### config.mk
export PLATFORM = sky130hd
export DESIGN_NAME = mbd_queue
export DESIGN_NICKNAME = d
export VERILOG_FILES = /design/src/masked_box_downsample_2x2_unit_macros.svh /design/src/mbd_pkg.sv /design/src/mbd_queue.sv
export SDC_FILE = /design/constraint.sdc
export NUM_CORES = 1
export LEC_CHECK = 0
export BUFFER_PORTS_ARGS = -buffer_cell sky130_fd_sc_hd__buf_2
export CAP_MARGIN = 15
export CORE_UTILIZATION = 55
export DETAILED_ROUTE_END_ITERATION = 10
export GPL_ROUTABILITY_DRIVEN = 0
export PLACE_DENSITY = 0.77
export SYNTH_ARGS = -nofsm -noshare
export SYNTH_HDL_FRONTEND = slang
export SYNTH_SLANG_ARGS = --single-unit
### constraint.sdc
create_clock -name clk -period 4.1 [get_ports clk]
set_input_delay 0.615 -clock clk [delete_from_list [all_inputs] [get_ports clk]]
set_output_delay 0.615 -clock clk [all_outputs]
set_load 0.05 [all_outputs]
### src/masked_box_downsample_2x2_unit_macros.svh
// Assertion macros for the masked 2x2 box downsampler.
`ifndef MASKED_BOX_DOWNSAMPLE_2X2_UNIT_MACROS_SVH
`define MASKED_BOX_DOWNSAMPLE_2X2_UNIT_MACROS_SVH

`ifndef NO_ASSERTIONS
`define MBD_ASSERT_IMPL(lbl, ante, cons) \
	lbl: assert property (@(posedge clk) disable iff (!arst_n) (ante) |-> (cons)) \
		else $error("assertion failed");
`define MBD_ASSERT_NEXT(lbl, ante, cons) \
	lbl: assert property (@(posedge clk) disable iff (!arst_n) (ante) |=> (cons)) \
		else $error("assertion failed");
`else
`define MBD_ASSERT_IMPL(lbl, ante, cons)
`define MBD_ASSERT_NEXT(lbl, ante, cons)
`endif

`endif

### src/mbd_pkg.sv
// Shared types and constants of the masked 2x2 box downsampler.
`default_nettype none
package mbd_pkg;

	localparam int WIDTH_REG_W  = 11;
	localparam int HEIGHT_REG_W = 13;
	localparam int CFG_DATA_W   = 13;
	localparam int CFG_IDX_W    = 2;
	localparam int ROW_W        = 12;
	localparam int MAX_HEIGHT   = 4096;
	localparam int SUM_W        = 10;
	localparam int CNT_W        = 3;
	localparam int Q_DEPTH      = 4;
	localparam int Q_AW         = 2;

	localparam logic [CFG_IDX_W-1:0] REG_SOURCE_WIDTH  = 2'd0;
	localparam logic [CFG_IDX_W-1:0] REG_SOURCE_HEIGHT = 2'd1;
	localparam logic [CFG_IDX_W-1:0] REG_HOLE_MODE     = 2'd2;

	typedef struct packed {
		logic [7:0] red;
		logic [7:0] green;
		logic [7:0] blue;
		logic       opaque;
	} px_t;

	typedef struct packed {
		px_t        top_left;
		px_t        top_right;
		px_t        bot_left;
		px_t        bot_right;
		logic [1:0] dither;
		logic       row_end;
		logic       image_end;
	} blk_t;

	typedef struct packed {
		logic full;
		logic empty;
	} q_stat_t;

	typedef enum logic [1:0] {
		CLS_DROP,
		CLS_STORE,
		CLS_LEFT,
		CLS_FULL
	} cls_t;

endpackage
`default_nettype wire

### src/mbd_queue.sv
// Short block queue between the front and the back of the downsampler.
`default_nettype none
module mbd_queue
	import mbd_pkg::*;
(
	input  wire logic    clk,
	input  wire logic    arst_n,
	input  wire logic    push,
	input  wire blk_t    push_data,
	input  wire logic    pop,
	output      blk_t    head,
	output      q_stat_t stat
);

	blk_t               entry_q [Q_DEPTH];
	logic [Q_AW-1:0]    wr_ptr_q;
	logic [Q_AW-1:0]    rd_ptr_q;
	logic [Q_AW:0]      count_q;

	assign stat.full  = (count_q == (Q_AW+1)'(Q_DEPTH));
	assign stat.empty = (count_q == '0);
	assign head       = entry_q[rd_ptr_q];

	always_ff @(posedge clk) begin
		if (push) begin
			entry_q[wr_ptr_q] <= push_data;
		end
	end

	always_ff @(posedge clk or negedge arst_n) begin
		if (!arst_n) begin
			wr_ptr_q <= '0;
			rd_ptr_q <= '0;
			count_q  <= '0;
		end else begin
			if (push) begin
				wr_ptr_q <= wr_ptr_q + 1'b1;
			end
			if (pop) begin
				rd_ptr_q <= rd_ptr_q + 1'b1;
			end
			if (push && !pop) begin
				count_q <= count_q + 1'b1;
			end else if (pop && !push) begin
				count_q <= count_q - 1'b1;
			end
		end
	end

endmodule
`default_nettype wire

Word level (Yosys, flattened, before mapping)

Memories as Yosys holds them, arrays and structs flattened.
Index checks and enable logic that the tools add are counted.

Bits in registers: 7
RAM bits: 416
Input port bits: 108
Output and inout port bits: 106
Word-level logic and storage cells: 19
Memories: 1

Memories:

| memory  | words | width | read ports | clocked after Yosys merged registers in | wr ports | RTL line        | text |
|---|---|---|---|---|---|---|---|
| entry_q | 4     | 104   | 1          | 0                                       | 1        | mbd_queue.sv:15 | `blk_t entry_q [Q_DEPTH];` |

Add/sub/neg operators: 4
Equal/unequal tests: 1
Mux-type cells: 4
Reductions and logical operators: 6

Operators by type and width:

| operator            | count |
|---|---|
| $mux 3              | 2 |
| $add 2x1->2 const B | 2 |
| $add 3x1->3 const B | 1 |
| $eq 3x3->1 const B  | 1 |
| $logic_not 3->1     | 1 |
| $sub 3x1->3 const B | 1 |
| $logic_and 1x1->1   | 2 |
| $logic_not 1->1     | 2 |
| $mux 1              | 2 |
| $reduce_bool 2->1   | 1 |

Logic depth before layout (Yosys ltp)

Depth after elaboration: 4
Gate-level depth with buffers: 7
Depth with buffers taken out: 7

Least setup slack after synthesis

No wires, ideal clock.

Path type: register to register
From: reg wr_ptr_q[0]
To: mem entry_q[2][0] (netlist bit), enable pin
Setup time: 0.475 ns
Arrival time: 3.016 ns
Required time: 3.625 ns
Setup slack: 0.609 ns
Cell stages (with the launch flop): 4
Path buffers: 0
Period minus slack after synthesis: 3.491 ns
Path through: dfrtp_1 > inv_1 > ha_1 > and2_1

RTL lines:

| item                     | RTL line        | text |
|---|---|---|
| start: declaration       | mbd_queue.sv:16 | `logic [Q_AW-1:0] wr_ptr_q;` |
| start signal: assignment | mbd_queue.sv:37 | `wr_ptr_q <= wr_ptr_q + 1'b1;` |
| end: declaration         | mbd_queue.sv:15 |  |

No word-level cell before the write port.

==> metrics.txt <==
Final Setup Violations=0; PwrDens=835.9 nW/um^2; count leader, synth=edfxtp_1; die area=approximately 29,000 sq um; vias in the first global route=7,408; critical path fanouts, max=42; peak supply drop=between 0.5 and 0.6 mV; first-pass GRT wire length=42,530 um; Routed WL=about 28,000 um; Max-cap violations=0; Reg clk slew, reported paths=0.06 ns; Die Ht=~170 um; fmax=0.3098 GHz; Synth Flop Type=edfxtp_1; Final #Nets=around 930; post-route ant nets=0; total grt overflow=0; Avg Inst Size Synth=around 27 sq um; worst reg-to-reg setup slack=between 1.5 and 2 ns; CTS tree=built; post-CTS setup buffer count=0; total iterations of the first detailed-routing run=5; syn_nets=a little under 700; crit share post-route=0.7873; clk_skew=0.01247 ns; DRC Markers=0; switch share=0.3787; Worst R2R Path Depth=4; CTS root buf=clkbuf_16; Synth top cells by count=edfxtp_1 (416), mux4_2 (104), buf_2 (13); Synth area leader=edfxtp_1; Cells after Synth=~580; largest net degree at the start of global routing=66; Slew Viols, Final=0; FF+latch count, synth=423; Hold Path Class=in2reg; final period demand of the worst path=3.228 ns; HPWL after detailed placement=around 17,000 um; routed len/inst=between 20 and 25 um; post-synthesis sequential area ratio=0.8232; crit path DAT=2.61 ns; Mapped Area=between 15,000 and 20,000 sq um; Ports=~210; Worst Max-Slew Pin Slew=about 1 ns; critical path type=reg2out; Die Wd=roughly 170 um; CP Capture Type=output pin; status=finished clean; Hold Path Depth=1; Yosys warnings=0; Clock Tree Buf Depth=3; share of cells above drive strength 1=0.4558; synth unique cells=20; Pint=9.464 mW; unrepaired setup endpoints after global routing=no; clock power share=0.236; top cells by area, synth=edfxtp_1 (81%), mux4_2 (15%), dfrtp_1 (1.1%); Leak=just over 6 nW; Starting DRT DRC Count=578; core footprint=about 27,000 sq um; area grow syn2layout=18.42%; TNS Setup=0 ns; Fin. Hold Viols=0; CTS Sinks=423; port bufs=between 200 and 250; EDFF count, synth=~420; vias=~6,800; Total Power=between 15 and 20 mW; initial core utilization=0.5663; Rel. slew slack=0.3343; Overall Global Routing Usage=0.2004; number of H-tree levels=2; hold buffers post-CTS=1; Psw=5.769 mW; share of the synthesized area in the top cell type=0.8118; WP data required=between 3 and 4 ns; initial antenna violation count=3; FFs w/ async S/R, synth=0.01655; post-CTS sizing=0; vias per cell=about 5.6; Rows=60; cts bufs inserted=42; Clock Latency Late Sink=~0.52 ns; sequential power share=0.396; Startpoint Class=flip-flop; Comb pwr share=0.368
area by class of cell:
cell class                      instances  area [sq um]
Multi-Input combinational cell        127          2552
Fill cell                            1697          8952
Timing Repair Buffer                  222          1211
Sequential cell                       423         12670
Antenna cell                            3         7.507
Inverter                                4         15.01
Tap cell                              372         465.4
Clock buffer                           52          1110
Clock inverter                         21         187.7
sequential cells by signal, indices dropped and copies added, names as in the netlist:
register and count:
wr_ptr_q 2, entry_q 416, rd_ptr_q 2, count_q 3
worst max-delay path, stage by stage, from the launching register on:
cell     delay [ns]
dfrtp_4        0.81
buf_12         0.38
mux4_2         0.60
buf_2          0.24
kinds of logic after synthesis:
logic type               Yosys count  share of synthesized area
flip-flops                       423                     0.8232
multiplexers                     105                     0.1529
buffers and inverters             28                    0.01163
AND/OR/NAND/NOR                    9                   0.003171
XOR/XNOR                           6                   0.003415
adder cells (fa/ha/maj)            6                   0.005366
AO/OA/AOI/OAI                      1                  0.0003249
final timing paths:
check	start	to
worst min register to register	count_q[2]$_DFFE_PN0P_	count_q[2]$_DFFE_PN0P_
worst max-delay path	rd_ptr_q[0]$_DFFE_PN0P_	head[82]
max in group asynchronous	arst_n	rd_ptr_q[0]$_DFFE_PN0P_
worst min-delay path	push_data[5]	entry_q[0][5]$_DFFE_PP_
worst max register to register	wr_ptr_q[0]$_DFFE_PN0P_	entry_q[2][61]$_DFFE_PP_
min in group asynchronous	arst_n	rd_ptr_q[1]$_DFFE_PN0P_
metal layers:
metal | global-route usage | share of wire | vias up
met1 | 0.2512 | 0.37 | 3557
met2 | 0.3536 | 0.53 | 258
met4 | 0.05680 | 0.020 | 2
met5 | 0 | 0.00046 | -
li1 | - | - | 2978
met3 | 0.04431 | 0.079 | 51
power by group through the flow:
stage          Clock [mW]  Combinational, mW  Sequential (mW)
2_1_floorplan           0               4.64             5.94
3_3_place_gp            0               5.63             6.06
3_5_place_dp            0               5.68             6.13
4_1_cts              3.69               5.70             6.05
5_1_grt              3.83               5.87             6.11
6_report             3.60               5.61             6.03
metrics by stage:
step / worst slack [ns] / std cells / area (sq um) / hold WS (ns) / util
after CTS: 0.8020 / 1221 / 18220 / 0.2789 / 0.6703
after global routing: 0.7070 / 1221 / 18220 / 0.2846 / 0.6703
final: 0.8720 / 1224 / 18220 / 0.3069 / 0.6706
after global placement: 1.387 / 1147 / 16910 / 0.4614 / 0.6222
after detailed placement: 1.382 / 1147 / 16910 / 0.4653 / 0.6222
after floorplan: 0.6093 / 578 / 15390 / 0.3194 / -
layout by cell type (no fill, tap or decap):
cell type,synthesis,layout
clkinv_2,0,3
bufinv_16,0,3
ha_1,5,5
mux2_2,1,1
fa_1,1,1
buf_4,1,2
nand2_1,2,2
buf_2,13,213
buf_12,1,6
inv_6,0,2
nor3_1,1,1
dlygate4sd3_1,0,1
inv_1,4,4
mux4_2,104,104
clkinv_4,0,1
xor2_1,4,4
clkinvlp_4,0,3
dfrtp_4,0,2
and2_4,0,4
clkbuf_16,0,43
diode_2,0,3
nor2_1,1,1
edfxtp_1,416,416
clkinv_1,0,9
o21ai_0,1,1
clkbuf_1,4,9
nor3b_1,1,1
dfrtp_1,7,5
xnor2_1,2,2
Note: power is estimated with default switching activity, not from simulation.
