**src/masked_box_downsample_2x2_unit_macros.svh**
```systemverilog
// Assertion macros for the masked 2x2 box downsampler.
`ifndef MASKED_BOX_DOWNSAMPLE_2X2_UNIT_MACROS_SVH
`define MASKED_BOX_DOWNSAMPLE_2X2_UNIT_MACROS_SVH

`ifndef NO_ASSERTIONS
`define MBD_ASSERT_IMPL(lbl, ante, cons) \
	lbl: assert property (@(posedge clk) disable iff (!arst_n) (ante) |-> (cons)) \
		else $error("assertion failed");
`define MBD_ASSERT_NEXT(lbl, ante, cons) \
	lbl: assert property (@(posedge clk) disable iff (!arst_n) (ante) |=> (cons)) \
		else $error("assertion failed");
`else
`define MBD_ASSERT_IMPL(lbl, ante, cons)
`define MBD_ASSERT_NEXT(lbl, ante, cons)
`endif

`endif

```
**src/mbd_pkg.sv**
```systemverilog
// Shared types and constants of the masked 2x2 box downsampler.
`default_nettype none
package mbd_pkg;

	localparam int WIDTH_REG_W  = 11;
	localparam int HEIGHT_REG_W = 13;
	localparam int CFG_DATA_W   = 13;
	localparam int CFG_IDX_W    = 2;
	localparam int ROW_W        = 12;
	localparam int MAX_HEIGHT   = 4096;
	localparam int SUM_W        = 10;
	localparam int CNT_W        = 3;
	localparam int Q_DEPTH      = 4;
	localparam int Q_AW         = 2;

	localparam logic [CFG_IDX_W-1:0] REG_SOURCE_WIDTH  = 2'd0;
	localparam logic [CFG_IDX_W-1:0] REG_SOURCE_HEIGHT = 2'd1;
	localparam logic [CFG_IDX_W-1:0] REG_HOLE_MODE     = 2'd2;

	typedef struct packed {
		logic [7:0] red;
		logic [7:0] green;
		logic [7:0] blue;
		logic       opaque;
	} px_t;

	typedef struct packed {
		px_t        top_left;
		px_t        top_right;
		px_t        bot_left;
		px_t        bot_right;
		logic [1:0] dither;
		logic       row_end;
		logic       image_end;
	} blk_t;

	typedef struct packed {
		logic full;
		logic empty;
	} q_stat_t;

	typedef enum logic [1:0] {
		CLS_DROP,
		CLS_STORE,
		CLS_LEFT,
		CLS_FULL
	} cls_t;

endpackage
`default_nettype wire

```
**src/mbd_back.sv**
```systemverilog
// Back end: averages a queued 2x2 block and holds the result for the output stream.
`default_nettype none
module mbd_back
	import mbd_pkg::*;
(
	input  wire logic    clk,
	input  wire logic    arst_n,
	input  wire logic    hole_mode,
	input  wire blk_t    head,
	input  wire q_stat_t q_stat,
	output      logic    q_pop,
	output      logic    out_valid,
	input  wire logic    out_ready,
	output      px_t     out_px,
	output      logic    out_row_end,
	output      logic    out_image_end
);

	function automatic logic [7:0] div_cnt(input logic [SUM_W-1:0] sum,
	                                       input logic [CNT_W-1:0] cnt);
		logic [SUM_W+10:0] prod;
		logic [7:0]        res;
		prod = (SUM_W+11)'(sum) * (SUM_W+11)'(683);
		unique case (cnt)
			3'd1:    res = sum[7:0];
			3'd2:    res = sum[8:1];
			3'd3:    res = prod[18:11];
			default: res = sum[9:2];
		endcase
		return res;
	endfunction

	logic                   sum_valid_s1;
	logic [SUM_W-1:0]       sr_s1;
	logic [SUM_W-1:0]       sg_s1;
	logic [SUM_W-1:0]       sb_s1;
	logic [CNT_W-1:0]       cnt_s1;
	logic                   opq_s1;
	logic                   row_end_s1;
	logic                   image_end_s1;
	logic                   out_valid_q;
	px_t                    out_px_q;
	logic                   row_end_q;
	logic                   image_end_q;

	px_t                    quad [4];
	logic [SUM_W-1:0]       sr_d;
	logic [SUM_W-1:0]       sg_d;
	logic [SUM_W-1:0]       sb_d;
	logic [CNT_W-1:0]       cnt_d;
	logic                   opq_d;
	logic                   adv_out;

	assign adv_out = !out_valid_q || out_ready;
	assign q_pop   = !q_stat.empty && (!sum_valid_s1 || adv_out);

	assign quad[0] = head.top_left;
	assign quad[1] = head.top_right;
	assign quad[2] = head.bot_left;
	assign quad[3] = head.bot_right;

	always_comb begin
		sr_d  = '0;
		sg_d  = '0;
		sb_d  = '0;
		cnt_d = '0;
		for (int i = 0; i < 4; i++) begin
			if (!hole_mode || quad[i].opaque) begin
				sr_d  = sr_d + SUM_W'(quad[i].red);
				sg_d  = sg_d + SUM_W'(quad[i].green);
				sb_d  = sb_d + SUM_W'(quad[i].blue);
				cnt_d = cnt_d + 1'b1;
			end
		end
		opq_d = !hole_mode || (cnt_d > CNT_W'(head.dither));
	end

	always_ff @(posedge clk) begin
		if (q_pop) begin
			sr_s1        <= sr_d;
			sg_s1        <= sg_d;
			sb_s1        <= sb_d;
			cnt_s1       <= cnt_d;
			opq_s1       <= opq_d;
			row_end_s1   <= head.row_end;
			image_end_s1 <= head.image_end;
		end
		if (sum_valid_s1 && adv_out) begin
			if (opq_s1) begin
				out_px_q.red    <= div_cnt(sr_s1, cnt_s1);
				out_px_q.green  <= div_cnt(sg_s1, cnt_s1);
				out_px_q.blue   <= div_cnt(sb_s1, cnt_s1);
				out_px_q.opaque <= 1'b1;
			end else begin
				out_px_q <= '0;
			end
			row_end_q   <= row_end_s1;
			image_end_q <= image_end_s1;
		end
	end

	always_ff @(posedge clk or negedge arst_n) begin
		if (!arst_n) begin
			sum_valid_s1 <= 1'b0;
			out_valid_q  <= 1'b0;
		end else begin
			if (q_pop) begin
				sum_valid_s1 <= 1'b1;
			end else if (adv_out) begin
				sum_valid_s1 <= 1'b0;
			end
			if (adv_out) begin
				out_valid_q <= sum_valid_s1;
			end
		end
	end

	assign out_valid     = out_valid_q;
	assign out_px        = out_px_q;
	assign out_row_end   = row_end_q;
	assign out_image_end = image_end_q;

endmodule
`default_nettype wire

```
**config.mk**
```make
export PLATFORM = sky130hd
export DESIGN_NAME = mbd_back
export DESIGN_NICKNAME = d
export VERILOG_FILES = /design/src/masked_box_downsample_2x2_unit_macros.svh /design/src/mbd_pkg.sv /design/src/mbd_back.sv
export SDC_FILE = /design/constraint.sdc
export NUM_CORES = 1
export LEC_CHECK = 0
export BUFFER_PORTS_ARGS = -buffer_cell sky130_fd_sc_hd__buf_2
export CAP_MARGIN = 20
export CORE_ASPECT_RATIO = 0.8
export CORE_MARGIN = 2
export CORE_UTILIZATION = 30
export CTS_BUF_LIST = sky130_fd_sc_hd__clkbuf_4 sky130_fd_sc_hd__clkbuf_8 sky130_fd_sc_hd__clkbuf_16
export DETAILED_ROUTE_END_ITERATION = 16
export GPL_TIMING_DRIVEN = 0
export PLACE_DENSITY_LB_ADDON = 0.2
export SLEW_MARGIN = 10
export SYNTH_ARGS = -nofsm -noshare
export SYNTH_HDL_FRONTEND = slang
export SYNTH_SLANG_ARGS = --single-unit
```
**constraint.sdc**
```tcl
create_clock -name clk -period 6.41 [get_ports clk]
set_input_delay 0.3205 -clock clk [delete_from_list [all_inputs] [get_ports clk]]
set_output_delay 0.3205 -clock clk [all_outputs]
set_load 0.01 [all_outputs]
```
After elaboration in Yosys (flattened, before gate mapping)
Cells that the tools add are included.
W data, S select, Z words.
- register bits: 65
- input bits: 110
- output and inout bits: 29
- logic and storage cells: 70
- add/subtract/negate cells: 12
- multipliers: 3
- magnitude comparators: 1
- equal/unequal tests: 3
- mux-type cells: 22
- reduce and logical (&&, ||, !) cells: 14
- operators with widths (kind ; number):
    $add A10 B8 Y10 ; 9
    $mux W10 ; 9
    $pmux W8 S3 ; 3
    $mul A10 B10 Y19 const B ; 3
    $mux W8 ; 3
    $add A3 B1 Y3 const B ; 3
    $mux W3 ; 3
    $logic_or A1 B1 Y1 ; 7
    $eq A3 B2 Y1 const B ; 2
    $logic_not A1 Y1 ; 4
    $mux W1 ; 4
    $eq A3 B1 Y1 const B ; 1
    $gt A3 B2 Y1 ; 1
    $logic_and A1 B1 Y1 ; 2
    $reduce_bool A2 Y1 ; 1

Depth between registers and ports, before layout
- word-level depth: 11
- depth in mapped cells: 30
- depth with buffers taken out: 27

Least setup slack after synthesis
Ideal clock, no wire load.
- path type: register to register
- from: register sr_s1[2]
- to: register out_px_q, in the netlist out_px[24] (data pin)
- library setup time: 0.264 ns
- arrival time: 4.420 ns
- data required time: 6.146 ns
- path slack: 1.726 ns
- cell stages (with the launch flop): 19
- path buffers: 0
- clock period less this slack: 4.684 ns
- path through: edfxtp_1 ha_1 ha_1 inv_1 fa_1 inv_1 fa_1 inv_1 fa_1 inv_1 ha_1 a21oi_1 o221ai_1 a2111o_1 and3_1 o21a_1 a21bo_2 xnor2_1 o21ai_0
- cells in the longest elaborated chain, start to end: 2
- ends and longest elaborated chain (item ; RTL line ; text):
    from (decl) ; mbd_back.sv:34 ; logic [SUM_W-1:0] sr_s1;
    from (signal assigned) ; mbd_back.sv:80 ; sr_s1 <= sr_d;
    $mul A10 B10 Y19 ; mbd_back.sv:23 ; prod = (SUM_W+11)'(sum) * (SUM_W+11)'(683);
    $pmux W8 S3 ; mbd_back.sv:24 ; unique case (cnt)
    to (decl) ; mbd_back.sv:42 ; px_t out_px_q;
Every way passes these cells.
A chain may end at the register's enable or synchronous reset.

Final worst setup path
Same ends and word-level chain as after synthesis.

==> metrics.cfg <==
[sta]
rsz0062_at_grt=no
min_period_ns=5.30
setup_tns_ns=0
finalSetupViolCount=0
period_share=0.827
slew_headroom=0.453
skew_ns=0.0111
hold_slack_ns=0.148
slew_viol_final=0
tightest_slew_ns=0.817
max_freq_ghz=0.189
hold_violations=0

[logic_synthesis]
yosys.area.top_type=ha_1
synthesis.area_um2=11700
syn_area_per_cell_um2=8.91
yosysTopAreaCellShare=0.265
synthTopCellsByArea=ha_1 (26%), edfxtp_1 (16%), fa_1 (12%)
synth_edf_count=63
syn_nets=1746
synth-seq-cells=65
syn_inst=1316
ys_warn_count=0
yosysSeqAreaShare=0.166
async_flop_share=0.0308
synth_cell_types=69
ys.flop_type=edfxtp_1

[cts]
cts_buffers=9
hold_buffers=1
post_cts_resized=0
root_buffer=clkbuf_16
clk_latency_ns=0.35
cts_max_level=3
clk_pin_slew_ns=0.07
cts_buffer_depth=2
postCtsSetupRepairBufs=0
clock-sinks=65
cts_tree=yes

[placed_design]
gp_congestion=0.840
portBuffers=137
hpwl_mm=27.6

[setup_path]
slowest_stage=fa_1
crit-reg2reg-launch=sr_s1[2]
crit_chain=ha_1 -> ha_1 -> inv_1 -> fa_1 -> inv_1 -> fa_1 -> inv_1 -> fa_1 -> inv_1 -> ha_1 -> a21oi_1 -> o221ai_1 -> a2111o_1 -> and3_1 -> o21a_1 -> a21bo_2 -> xnor2_1 -> o21ai_0
path_common_cell=inv_1
arrival_ns=5.37
cp.required_ns=6.48
start_kind=flip-flop
cp_max_fo=6
slowest_delay_ns=0.53
critical_path_class=flip-flop to flip-flop
crit_path_start=sr_s1[2]
critPathCaptureType=flip-flop

[routing]
top_layer=met5
met3_length_mm=1.89
avgRoutedWirePerCell_um=16.4
m1WireLength_mm=16.8
drt-total-wl_mm=32.2
drc_errors=0
dr.pass1.iters=5
ant_nets=0
via_per_inst=4.79
num_vias=9434
drt_iter0_drc=639
wl_met2_mm=12.9

[floorplanning]
die_x_um=225
die_h_um=181
die_area_um2=40700
rows=64
ioPinCount=139
core_area_um2=38400
start_util=0.306

[grt]
global_route.overflow_total=0
grt_use_total=0.162
grt_antenna_before_repair=5
grt_max_degree=28
grt_pass1_wl_mm=51.6
grt_pass1_vias=9509

[job]
drv_cap=0

[layout]
area_growth_syn_to_layout_pct=14.1
drive_above_1_share=0.136
fin_nets=1896

[worst_hold_path]
hold_path.startpoint=head[0]
min_path_type=primary input to flip-flop

[run_status]
status=complete, no violations

[cell usage in the layout (no fill, tap or decap), types with 7 or more instances in the layout]
cell,instances
clkbuf_16,9
o31ai_1,7
buf_2,139
xor2_1,27
nor2b_1,16
edfxtp_1,63
nor2_1,82
xnor2_1,55
a211oi_1,9
nand3_1,15
a21o_1,27
and2_1,24
mux2_2,21
a21oi_1,96
a31oi_1,9
inv_1,216
o21a_1,11
and3_1,13
clkbuf_1,25
o22ai_1,11
ha_1,248
nand2_1,58
nor3_1,12
o21ai_0,73
mux2i_1,12
nand2b_1,7
or3_1,9
fa_1,72
[cell usage after synthesis (5+ instances only)]
cell,number
mux2_2,21
fa_1,72
a211oi_1,9
a31oi_1,9
or3_1,9
a21o_1,27
nand2b_1,7
o21a_1,11
inv_1,216
buf_1,6
clkbuf_1,25
edfxtp_1,63
a21oi_1,97
xnor2_1,55
nor2b_1,16
o21ai_0,73
xor2_1,27
nor3_1,12
o21ai_1,5
mux2i_1,12
and3_1,13
ha_1,248
o22ai_1,11
nand2_1,58
a221oi_1,5
nor2_1,82
and2_1,25
a22oi_1,5
nand3_1,15
o31ai_1,7
[worst max-delay path, delay by kind of cell (launching register included)]
| family | cells | cell delay [ns] |
|---|---|---|
| buf+inv | 4 | 0.20 |
| flops | 1 | 0.51 |
| compound gates | 6 | 1.42 |
| fa+ha+maj | 6 | 2.48 |
| simple gates | 1 | 0.20 |
| xor+xnor | 1 | 0.22 |
[area by class of cell]
type | instances | area (µm²)
Antenna cell | 4 | 10.0
Buffer | 34 | 138
Clock buffer | 10 | 233
Clock inverter | 5 | 57.6
Fill cell | 4007 | 25000
Inverter | 216 | 811
Multi-Input combinational cell | 1001 | 8850
Sequential cell | 65 | 1940
Tap cell | 495 | 619
Timing Repair Buffer | 139 | 723
[routing by layer]
| layer | global-route usage | vias to the layer above |
|---|---|---|
| met3 | 0.0268 | 30 |
| li1 | - | 4880 |
| met2 | 0.239 | 256 |
| met1 | 0.242 | 4266 |
| met4 | 0.0450 | 2 |
| met5 | 0 | - |
[path summary, 6_finish.rpt]
path / end / slack, ns / cells past startpoint
hold reg to reg: out_image_end / 0.42 / 0
max in group asynchronous: sum_valid_s1 / 6.03 / 2
setup reg to reg: out_px[24] / 1.11 / 18
setup / recovery: out_px[24] / 1.11 / 18
min in group asynchronous: out_valid / 0.28 / 2
hold / removal: image_end_s1 / 0.15 / 1
[cell families (layout without fill, tap and decap cells)]
group / Yosys count / count (layout) / synth area share
simple gates: 258 / 258 / 0.107
flops: 65 / 65 / 0.166
mux: 33 / 33 / 0.0304
buf+inv: 250 / 404 / 0.0809
compound gates: 308 / 308 / 0.168
xor+xnor: 82 / 82 / 0.0612
fa+ha+maj: 320 / 320 / 0.388
other cells: 0 / 4 / 0
[flip-flops by register name, summed over array words and instances (netlist names)]
| register | cells |
|---|---|
| opq_s1 | 1 |
| cnt_s1 | 3 |
| sb_s1 | 10 |
| row_end_s1 | 1 |
| image_end_s1 | 1 |
| out_px | 25 |
| out_image_end | 1 |
| out_row_end | 1 |
| sr_s1 | 10 |
| sum_valid_s1 | 1 |
| sg_s1 | 10 |
| out_valid | 1 |
[stage by stage]
| step | instance area, µm² | cells | worst slack (ns) | util |
|---|---|---|---|---|
| after floorplan | 11700 | 1316 | 1.73 | - |
| final | 13400 | 1969 | 1.11 | 0.349 |
| after global routing | 13400 | 1965 | 0.600 | 0.349 |
| after detailed placement | 13100 | 1949 | 0.731 | 0.341 |
| after CTS | 13400 | 1965 | 1.09 | 0.349 |
| after global placement | 13000 | 1948 | 0.730 | 0.340 |
Power is left out: the tool's default activity adds up to more than one toggle a clock period on the data nets, which glitch-free logic cannot reach.
